$ cat config.mk
export PLATFORM = sky130hd
export DESIGN_NAME = json_string_escaper_core
export DESIGN_NICKNAME = d
export VERILOG_FILES = /design/src/jse_pkg.sv /design/src/jse_front.sv /design/src/jse_queue.sv /design/src/jse_back.sv /design/src/json_string_escaper_core.sv
export SDC_FILE = /design/constraint.sdc
export NUM_CORES = 1
export LEC_CHECK = 0
export ABC_CLOCK_PERIOD_IN_PS = 4000
export BUFFER_PORTS_ARGS = -buffer_cell sky130_fd_sc_hd__buf_2
export CORE_MARGIN = 5
export CORE_UTILIZATION = 55
export CTS_BUF_LIST = sky130_fd_sc_hd__clkbuf_8
export CTS_CLUSTER_SIZE = 20
export DETAILED_ROUTE_END_ITERATION = 10
export GPL_TIMING_DRIVEN = 0
export PLACE_DENSITY = 0.8
export SYNTH_ARGS = -nofsm -noshare
export SYNTH_HDL_FRONTEND = slang
export SYNTH_SLANG_ARGS = --single-unit
$ cat constraint.sdc
create_clock -name clock -period 4 [get_ports clock]
set_input_delay 0.6 -clock clock [delete_from_list [all_inputs] [get_ports clock]]
set_output_delay 0.6 -clock clock [all_outputs]
set_load 0.02 [all_outputs]
$ cat src/jse_pkg.sv
// Shared types, codes and a helper function for the JSON string escaper.
package jse_pkg;

   localparam int QUEUE_DEPTH = 4;

   localparam logic [2:0] KIND_NONE = 3'd0;
   localparam logic [2:0] KIND_CHAR = 3'd1;
   localparam logic [2:0] KIND_ESC  = 3'd2;
   localparam logic [2:0] KIND_U16  = 3'd3;
   localparam logic [2:0] KIND_PAIR = 3'd4;

   localparam logic [6:0] CH_QMARK  = 7'h3F;
   localparam logic [6:0] CH_BSLASH = 7'h5C;
   localparam logic [6:0] CH_U      = 7'h75;

   localparam logic [15:0] SURR_HI  = 16'hD800;
   localparam logic [15:0] SURR_LO  = 16'hDC00;
   localparam logic [20:0] SUPP_OFS = 21'h10000;

   typedef struct packed {
      logic [1:0]  qcount;
      logic [2:0]  kind;
      logic [6:0]  ch;
      logic [15:0] hi;
      logic [15:0] lo;
      logic        last;
   } cmd_type;

   function automatic logic [6:0] hex_char(input logic [3:0] nib);
      logic [6:0] r;
      if (nib < 4'd10) begin
         r = 7'h30 + {3'b000, nib};
      end else begin
         r = 7'h57 + {3'b000, nib};
      end
      return r;
   endfunction

endpackage

$ cat src/jse_front.sv
// Front end: accepts input bytes, tracks UTF-8 sequences and builds output commands.
module jse_front (
   input  logic              clock,
   input  logic              reset,
   input  logic              req_valid,
   input  logic [7:0]        req_in_byte,
   input  logic              req_is_last,
   input  logic              q_full,
   output logic              push,
   output jse_pkg::cmd_type  cmd
);
   import jse_pkg::*;

   logic [1:0]  held_ff, held_in;
   logic [2:0]  exp_ff, exp_in;
   logic [20:0] code_ff, code_in;
   logic        accept;
   logic        fits;
   logic [2:0]  count;
   logic [20:0] acc_shift;
   logic [20:0] v;
   logic [6:0]  esc;
   logic [7:0]  b;

   assign b = req_in_byte;
   assign accept = req_valid && !q_full;

   always_comb begin
      esc = 7'd0;
      case (b)
         8'h22:   esc = 7'h22;
         8'h5C:   esc = 7'h5C;
         8'h0A:   esc = 7'h6E;
         8'h09:   esc = 7'h74;
         8'h0D:   esc = 7'h72;
         8'h08:   esc = 7'h62;
         8'h0C:   esc = 7'h66;
         default: esc = 7'd0;
      endcase
   end

   always_comb begin
      cmd = '0;
      cmd.last = req_is_last;
      held_in = held_ff;
      exp_in = exp_ff;
      code_in = code_ff;
      count = {1'b0, held_ff} + 3'd1;
      acc_shift = {code_ff[14:0], b[5:0]};
      v = acc_shift - SUPP_OFS;
      fits = (exp_ff == 3'd2) ? b[7] : (b[7:6] == 2'b10);
      if (held_ff != 2'd0 && fits) begin
         if (count >= exp_ff) begin
            if (acc_shift[20:16] == 5'd0) begin
               cmd.kind = KIND_U16;
               cmd.hi = acc_shift[15:0];
            end else begin
               cmd.kind = KIND_PAIR;
               cmd.hi = SURR_HI + {5'd0, v[20:10]};
               cmd.lo = SURR_LO | {6'd0, v[9:0]};
            end
            held_in = 2'd0;
            exp_in = 3'd0;
            code_in = 21'd0;
         end else if (req_is_last) begin
            cmd.qcount = count[1:0];
            held_in = 2'd0;
            exp_in = 3'd0;
            code_in = 21'd0;
         end else begin
            held_in = count[1:0];
            code_in = acc_shift;
         end
      end else begin
         cmd.qcount = held_ff;
         held_in = 2'd0;
         exp_in = 3'd0;
         code_in = 21'd0;
         if (!b[7]) begin
            if (esc != 7'd0) begin
               cmd.kind = KIND_ESC;
               cmd.ch = esc;
            end else if (b < 8'h20) begin
               cmd.kind = KIND_U16;
               cmd.hi = {8'd0, b};
            end else begin
               cmd.kind = KIND_CHAR;
               cmd.ch = b[6:0];
            end
         end else if (b[7:5] == 3'b110 || b[7:4] == 4'b1110 || b[7:3] == 5'b11110) begin
            if (req_is_last) begin
               cmd.kind = KIND_CHAR;
               cmd.ch = CH_QMARK;
            end else begin
               held_in = 2'd1;
               if (b[7:5] == 3'b110) begin
                  exp_in = 3'd2;
                  code_in = {16'd0, b[4:0]};
               end else if (b[7:4] == 4'b1110) begin
                  exp_in = 3'd3;
                  code_in = {17'd0, b[3:0]};
               end else begin
                  exp_in = 3'd4;
                  code_in = {18'd0, b[2:0]};
               end
            end
         end else begin
            cmd.kind = KIND_CHAR;
            cmd.ch = CH_QMARK;
         end
      end
      push = accept && (cmd.qcount != 2'd0 || cmd.kind != KIND_NONE);
   end

   always_ff @(posedge clock) begin
      if (reset) begin
         held_ff <= 2'd0;
         exp_ff <= 3'd0;
         code_ff <= 21'd0;
      end else if (accept) begin
         held_ff <= held_in;
         exp_ff <= exp_in;
         code_ff <= code_in;
      end
   end

endmodule

$ cat src/jse_queue.sv
// Command queue between the front end and the character sequencer.
module jse_queue #(
   parameter int DEPTH = jse_pkg::QUEUE_DEPTH
) (
   input  logic              clock,
   input  logic              reset,
   input  logic              push,
   input  jse_pkg::cmd_type  push_cmd,
   input  logic              pop,
   output jse_pkg::cmd_type  head_cmd,
   output logic              head_valid,
   output logic              full
);
   import jse_pkg::*;

   localparam int PTR_W = (DEPTH > 1) ? $clog2(DEPTH) : 1;
   localparam int CNT_W = $clog2(DEPTH + 1);
   localparam logic [PTR_W-1:0] LAST_PTR = PTR_W'(DEPTH - 1);
   localparam logic [CNT_W-1:0] FULL_CNT = CNT_W'(DEPTH);

   cmd_type          mem_ff [DEPTH];
   logic [PTR_W-1:0] wr_ptr_ff, rd_ptr_ff;
   logic [CNT_W-1:0] cnt_ff, cnt_in;
   logic             do_push, do_pop;

   assign full = (cnt_ff == FULL_CNT);
   assign head_valid = (cnt_ff != '0);
   assign head_cmd = mem_ff[rd_ptr_ff];
   assign do_push = push && !full;
   assign do_pop = pop && head_valid;

   always_comb begin
      cnt_in = cnt_ff;
      if (do_push && !do_pop) begin
         cnt_in = cnt_ff + CNT_W'(1);
      end else if (do_pop && !do_push) begin
         cnt_in = cnt_ff - CNT_W'(1);
      end
   end

   always_ff @(posedge clock) begin
      if (do_push) begin
         mem_ff[wr_ptr_ff] <= push_cmd;
      end
   end

   always_ff @(posedge clock) begin
      if (reset) begin
         wr_ptr_ff <= '0;
         rd_ptr_ff <= '0;
         cnt_ff <= '0;
      end else begin
         cnt_ff <= cnt_in;
         if (do_push) begin
            wr_ptr_ff <= (wr_ptr_ff == LAST_PTR) ? '0 : wr_ptr_ff + PTR_W'(1);
         end
         if (do_pop) begin
            rd_ptr_ff <= (rd_ptr_ff == LAST_PTR) ? '0 : rd_ptr_ff + PTR_W'(1);
         end
      end
   end

endmodule

$ cat src/jse_back.sv
// Back end: expands each queued command into chars, one word per cycle unless stalled.
module jse_back (
   input  logic              clock,
   input  logic              reset,
   input  jse_pkg::cmd_type  head_cmd,
   input  logic              head_valid,
   output logic              pop,
   output logic              rsp_valid,
   input  logic              rsp_stall,
   output logic [6:0]        rsp_out_char,
   output logic              rsp_run_last,
   output logic              rsp_string_end
);
   import jse_pkg::*;

   logic [3:0]  idx_ff;
   logic        rsp_valid_ff;
   logic [6:0]  char_ff;
   logic        run_last_ff, string_end_ff;
   logic        load, fire, is_last_char, q_phase, lo_half;
   logic [3:0]  main_len, total, pos, pos_lo;
   logic [2:0]  p6;
   logic [15:0] val;
   logic [3:0]  nib;
   logic [6:0]  ch;

   assign load = !rsp_valid_ff || !rsp_stall;
   assign fire = head_valid && load;

   always_comb begin
      unique case (head_cmd.kind) inside
         KIND_CHAR:            main_len = 4'd1;
         KIND_ESC:             main_len = 4'd2;
         KIND_U16:             main_len = 4'd6;
         KIND_PAIR:            main_len = 4'd12;
         default:              main_len = 4'd0;
      endcase
      total = {2'b00, head_cmd.qcount} + main_len;
      q_phase = idx_ff < {2'b00, head_cmd.qcount};
      pos = idx_ff - {2'b00, head_cmd.qcount};
      lo_half = pos >= 4'd6;
      pos_lo = pos - 4'd6;
      p6 = lo_half ? pos_lo[2:0] : pos[2:0];
      val = lo_half ? head_cmd.lo : head_cmd.hi;
      case (p6)
         3'd2:    nib = val[15:12];
         3'd3:    nib = val[11:8];
         3'd4:    nib = val[7:4];
         default: nib = val[3:0];
      endcase
      if (q_phase) begin
         ch = CH_QMARK;
      end else begin
         unique case (head_cmd.kind) inside
            KIND_ESC: begin
               ch = (pos == 4'd0) ? CH_BSLASH : head_cmd.ch;
            end
            KIND_U16, KIND_PAIR: begin
               if (p6 == 3'd0) begin
                  ch = CH_BSLASH;
               end else if (p6 == 3'd1) begin
                  ch = CH_U;
               end else begin
                  ch = hex_char(nib);
               end
            end
            default: ch = head_cmd.ch;
         endcase
      end
      is_last_char = (idx_ff == total - 4'd1);
      pop = fire && is_last_char;
   end

   always_ff @(posedge clock) begin
      if (reset) begin
         idx_ff <= 4'd0;
         rsp_valid_ff <= 1'b0;
      end else begin
         if (fire) begin
            idx_ff <= is_last_char ? 4'd0 : idx_ff + 4'd1;
         end
         if (load) begin
            rsp_valid_ff <= head_valid;
         end
      end
   end

   always_ff @(posedge clock) begin
      if (fire) begin
         char_ff <= ch;
         run_last_ff <= is_last_char;
         string_end_ff <= is_last_char && head_cmd.last;
      end
   end

   assign rsp_valid = rsp_valid_ff;
   assign rsp_out_char = char_ff;
   assign rsp_run_last = run_last_ff;
   assign rsp_string_end = string_end_ff;

endmodule

$ cat src/json_string_escaper_core.sv
// Top level of the JSON string escaper: front end, command queue and character sequencer.
// With the queue and the output register idle, an accepted byte's command is registered in the
// command queue and its first character then in the output register before it reaches the output.
// Throughput: one byte per cycle unless the queue is full; the sequencer emits one character
// per cycle unless stalled, so a byte of n characters holds it; the queue absorbs the rest.
// Reset is synchronous and clears the sequence state, the queue and the output valid.
module json_string_escaper_core #(
   parameter int QUEUE_DEPTH = jse_pkg::QUEUE_DEPTH
) (
   input  logic       clock,
   input  logic       reset,
   input  logic       req_valid,
   output logic       req_stall,
   input  logic [7:0] req_in_byte,
   input  logic       req_is_last,
   output logic       rsp_valid,
   input  logic       rsp_stall,
   output logic [6:0] rsp_out_char,
   output logic       rsp_run_last,
   output logic       rsp_string_end
);
   import jse_pkg::*;

   cmd_type push_cmd, head_cmd;
   logic    push, pop, head_valid, q_full;

   assign req_stall = q_full;

   jse_front u_front (
      .clock       (clock),
      .reset       (reset),
      .req_valid   (req_valid),
      .req_in_byte (req_in_byte),
      .req_is_last (req_is_last),
      .q_full      (q_full),
      .push        (push),
      .cmd         (push_cmd)
   );

   jse_queue #(
      .DEPTH (QUEUE_DEPTH)
   ) u_queue (
      .clock      (clock),
      .reset      (reset),
      .push       (push),
      .push_cmd   (push_cmd),
      .pop        (pop),
      .head_cmd   (head_cmd),
      .head_valid (head_valid),
      .full       (q_full)
   );

   jse_back u_back (
      .clock          (clock),
      .reset          (reset),
      .head_cmd       (head_cmd),
      .head_valid     (head_valid),
      .pop            (pop),
      .rsp_valid      (rsp_valid),
      .rsp_stall      (rsp_stall),
      .rsp_out_char   (rsp_out_char),
      .rsp_run_last   (rsp_run_last),
      .rsp_string_end (rsp_string_end)
   );

   a_no_word_from_empty_queue: assert property (@(posedge clock) disable iff (reset)
      (!head_valid && !rsp_valid) |=> !rsp_valid)
      else $error("output word appeared without a queued command");

   a_end_marks_run_last: assert property (@(posedge clock) disable iff (reset)
      (rsp_valid && rsp_string_end) |-> rsp_run_last)
      else $error("string end flagged on a word that does not close its byte");

   a_pop_only_on_fire: assert property (@(posedge clock) disable iff (reset)
      pop |-> (head_valid && !(rsp_valid && rsp_stall)))
      else $error("command retired while the output register was blocked");

   a_reset_clears_output: assert property (@(posedge clock)
      reset |=> !rsp_valid)
      else $error("output valid survived reset");

endmodule
==> run_summary.xml <==
<?xml version="1.0" encoding="UTF-8"?>
<metrics>
  <group name="synth">
    <metric name="synth_register_bits" unit="">199</metric>
    <metric name="postSynthCellCount" unit="">657</metric>
    <metric name="yosys-top-cells-area" unit="">edfxtp_1 54%, dfxtp_1 7.4%, mux4_2 5.9%</metric>
    <metric name="synth_top_area_share" unit="%">54.0</metric>
    <metric name="post-synth-top-area-cell" unit="">edfxtp_1</metric>
    <metric name="asyncSetResetFlopFracSynth" unit="%">0</metric>
    <metric name="synth_edf_count" unit="">165</metric>
    <metric name="mappedNetlistNets" unit="">692</metric>
    <metric name="synthFlopType" unit="">edfxtp_1</metric>
    <metric name="netlist-cell-type-count" unit="">76</metric>
    <metric name="post_synth.cell_area_avg" unit="sq um">14.0</metric>
    <metric name="synth_sequential_area_ratio" unit="%">61.4</metric>
    <metric name="yosysWarningCount" unit="">0</metric>
    <metric name="synthesis.area" unit="sq um">9170</metric>
  </group>
  <group name="timing">
    <metric name="layout_worst_path_cycle_share" unit="%">105</metric>
    <metric name="hold_viol" unit="">0</metric>
    <metric name="clock_skew" unit="ns">0.0128</metric>
    <metric name="fmax" unit="MHz">238</metric>
    <metric name="slew_violations" unit="">0</metric>
    <metric name="rsz0062_at_grt" unit="">true</metric>
    <metric name="timing.slew.headroom" unit="%">35.8</metric>
    <metric name="minimum_clock_period" unit="ns">4.19</metric>
    <metric name="post-route-worst-setup-slack" unit="ns">-0.195</metric>
    <metric name="tightestPinTransition" unit="ns">0.962</metric>
    <metric name="report.final.setup_viol" unit="">2</metric>
  </group>
  <group name="route">
    <metric name="remaining_antenna_violation_count" unit="">0</metric>
    <metric name="detail_route.first_pass.iterations" unit="">6</metric>
    <metric name="route.final.wire_length" unit="microns">20200</metric>
    <metric name="routed_vias_inst" unit="">6.30</metric>
    <metric name="dr.first_iter.drc_count" unit="">846</metric>
    <metric name="vias" unit="">6010</metric>
    <metric name="routed_wire_length_per_instance" unit="microns">21.1</metric>
    <metric name="remaining_drc_errors" unit="">0</metric>
  </group>
  <group name="floorplan">
    <metric name="placement_rows" unit="">47</metric>
    <metric name="io_pins" unit="">24</metric>
    <metric name="design.core.area" unit="sq um">16500</metric>
    <metric name="die-width" unit="microns">139</metric>
    <metric name="start_util" unit="%">55.7</metric>
    <metric name="die_height" unit="microns">139</metric>
    <metric name="floorplan.die_area" unit="sq um">19400</metric>
  </group>
  <group name="clock_tree">
    <metric name="clock_tree.root_cell" unit="">clkbuf_8</metric>
    <metric name="tritoncts" unit="">yes</metric>
    <metric name="cts_sinks" unit="">199</metric>
    <metric name="numCtsBuffers" unit="">17</metric>
    <metric name="max-clock-path-buffers" unit="">2</metric>
    <metric name="deepest_level_of_the_cts_h_tree" unit="">4</metric>
    <metric name="clock_latency" unit="ns">0.46</metric>
    <metric name="path_clk_slew" unit="ns">0.09</metric>
  </group>
  <group name="cells_and_area">
    <metric name="area_delta_synth_final" unit="%">14.7</metric>
    <metric name="num_antenna_cells" unit="">0</metric>
    <metric name="drive_above_1_share" unit="%">24.8</metric>
    <metric name="fin_nets" unit="">756</metric>
    <metric name="fillerInstances" unit="">1145</metric>
  </group>
  <group name="global_route">
    <metric name="all_layer_global_routing_usage" unit="%">20.4</metric>
    <metric name="grt_pass1_vias" unit="">5775</metric>
    <metric name="grt_first_pass_wirelength" unit="microns">30800</metric>
    <metric name="overflow" unit="">0</metric>
    <metric name="grt_antenna_before_repair" unit="">0</metric>
    <metric name="grt_start_max_net_pins" unit="">29</metric>
  </group>
  <group name="critical_path">
    <metric name="worstSetupPathDepth" unit="">18</metric>
    <metric name="cp.required" unit="ns">4.39</metric>
    <metric name="worst_r2r_path_depth" unit="">18</metric>
    <metric name="buffer_and_inverter_count_on_the_worst_path" unit="">5</metric>
    <metric name="crit_type" unit="">flip-flop to flip-flop</metric>
    <metric name="timing.critical_path.fanout_max" unit="">4</metric>
    <metric name="slowest_delay" unit="ns">0.56</metric>
    <metric name="crit_path_start_kind" unit="">flip-flop</metric>
    <metric name="crit_path_end_kind" unit="">flip-flop</metric>
    <metric name="worstPathCellList" unit="">buf_8 -&gt; mux4_2 -&gt; or3b_4 -&gt; ha_1 -&gt; inv_2 -&gt; ha_4 -&gt; fa_2 -&gt; xor2_2 -&gt; nor4_4 -&gt; buf_4 -&gt; and2_4 -&gt; inv_4 -&gt; ha_4 -&gt; inv_2 -&gt; fa_2 -&gt; xor2_1 -&gt; or3_1 -&gt; a21oi_2</metric>
    <metric name="timing.critical_path.max_delay_family" unit="">adder cells</metric>
    <metric name="cp_data_arrival_time" unit="ns">4.59</metric>
    <metric name="crit_slowest_cell" unit="">mux4_2</metric>
  </group>
  <group name="pwr">
    <metric name="vdd.ir_drop.worst" unit="mV">0.436</metric>
    <metric name="report.power.total" unit="mW">7.25</metric>
    <metric name="leakage_component_of_the_power" unit="nW">3.55</metric>
    <metric name="cellPowerDensity" unit="nW/um^2">689</metric>
  </group>
  <group name="place">
    <metric name="post-place-ws" unit="ns">-0.915</metric>
    <metric name="dp.final_hpwl" unit="microns">13600</metric>
    <metric name="gpl.final_weighted_congestion" unit="">0.985</metric>
    <metric name="port-buffer-count" unit="">18</metric>
  </group>
  <group name="worst_hold_path">
    <metric name="timing.hold.worst.class" unit="">input port to flip-flop</metric>
    <metric name="min_path_cells" unit="">3</metric>
  </group>
  <group name="flow_run">
    <metric name="timing.max_cap.violations" unit="">0</metric>
  </group>
  <group name="run_status">
    <metric name="status" unit="">complete, but fails checks</metric>
    <metric name="violations_in_the_final_reports" unit="">setup timing</metric>
  </group>
</metrics>
## per-stage QoR
step | hold slack [ns] | instance area, sq um | TNS, ns | std cells | utilization, %
2_1_floorplan | 0.444 | 9200 | 0 | 657 | -
3_3_place_gp | 0.457 | 9560 | -81.41 | 895 | 58.1
3_5_place_dp | 0.473 | 9660 | -7.21 | 899 | 58.7
4_1_cts | 0.379 | 10200 | -0.141 | 935 | 62.1
5_1_grt | 0.400 | 10500 | -0.737 | 954 | 63.9
6_report | 0.407 | 10500 | -0.223 | 954 | 63.9
## worst reg2reg max path, cell delays in order (launching register included)
cell,delay (ns)
dfxtp_2,0.36
buf_8,0.13
mux4_2,0.56
or3b_4,0.42
ha_1,0.21
inv_2,0.08
ha_4,0.14
fa_2,0.45
xor2_2,0.20
nor4_4,0.05
buf_4,0.17
and2_4,0.17
inv_4,0.06
ha_4,0.14
inv_2,0.04
fa_2,0.35
xor2_1,0.17
or3_1,0.33
a21oi_2,0.13
## final cells by class
cell class	instances	area, sq um	area share [%]
inverter	25	101	0.963
clock inverter	15	160	1.52
timing repair buffer	51	437	4.15
clock buffer	17	234	2.22
multi-input combinational	397	3460	32.9
buffer	30	214	2.03
sequential	199	5640	53.6
tap	220	275	2.62
## state kept, by name (all words and copies together) (netlist names), named ones only
name and cells:
u_queue.mem_ff 156, u_front.code_ff 15, u_back.rsp_out_char 7, u_back.idx_ff 4, u_front.exp_ff 3, u_queue.cnt_ff 3, u_front.held_ff 2, u_queue.rd_ptr_ff 2
u_queue.wr_ptr_ff 2, u_back.rsp_run_last 1, u_back.rsp_string_end 1, u_back.rsp_valid 1
## cells in the final DEF, fill, tap and decap left out, types with 15 or more instances in the layout
| cell | instances |
|---|---|
| clkbuf_1 | 15 |
| and2_1 | 15 |
| a21oi_1 | 34 |
| clkbuf_8 | 17 |
| edfxtp_1 | 165 |
| dfxtp_1 | 32 |
| buf_4 | 26 |
| inv_1 | 17 |
| nand2_1 | 55 |
| nor2_1 | 46 |
| buf_2 | 21 |
| mux4_2 | 25 |
## synthesized netlist by cell type, types with 4 or more instances
master    number
and3_1         4
mux4_2        24
a31oi_1        5
o21ai_0       11
inv_1         24
nor3_1        12
a22oi_1        4
nor2_1        49
o211ai_1       6
mux2i_1        8
edfxtp_1     165
clkbuf_1      16
ha_1          19
nor2b_1        5
xor2_1         8
a22o_1         5
buf_6          4
a211oi_1       5
xnor2_1        6
o22ai_1        5
dfxtp_1       34
mux4_1        14
and2_1        20
nand4_1        5
nand3_1       12
nor4_1         5
nand2b_1       8
buf_2          8
nand2_1       56
or2_2          4
nor3b_1        4
a21oi_1       36
## logic make-up (layout without fill, tap and decap cells)
family                   count (synthesis)  in the layout  share of synthesized area [%]
buffers and inverters                   61            138                           3.57
AO/OA/AOI/OAI                          107            107                           7.95
AND/OR/NAND/NOR                        205            205                           11.3
XOR/XNOR                                14             14                           1.34
adder cells (fa/ha/maj)                 22             22                           3.25
flip-flops                             199            199                           61.4
multiplexers                            49             49                           11.2
## timing repair
action,CTS,global route
gates cloned,1,0
gates resized for setup,29,42
endpoints found under the setup margin,18,7
buffers inserted,6,22
hold buffers,0,0
pin swaps,4,20
## power breakdown
part | total (mW) | leakage, nW | switching (mW) | internal [mW]
Clock | 1.27 | 0.190 | 0.659 | 0.608
Sequential | 2.63 | 1.79 | 0.0929 | 2.54
Combinational | 3.35 | 1.56 | 1.85 | 1.50
## worst paths after layout
path / from / endpoint / slack [ns]
max: flip-flop / u_queue.cnt_ff[2] / -0.19
min: rsp_stall / u_back.rsp_valid / 0.41
max reg2reg: flip-flop / u_queue.cnt_ff[2] / -0.19
min reg2reg: u_front.code_ff[11] / u_front.code_ff[11] / 0.48
## routing by layer
metal / vias to the layer above / GRT usage, % / wire (microns)
li1: 2640 / - / -
met1: 2994 / 27.3 / 8050
met2: 313 / 33.4 / 10100
met3: 63 / 4.52 / 1420
met4: 0 / 7.11 / 575
met5: - / 0 / 0
Power figures use the tool's default switching activity.
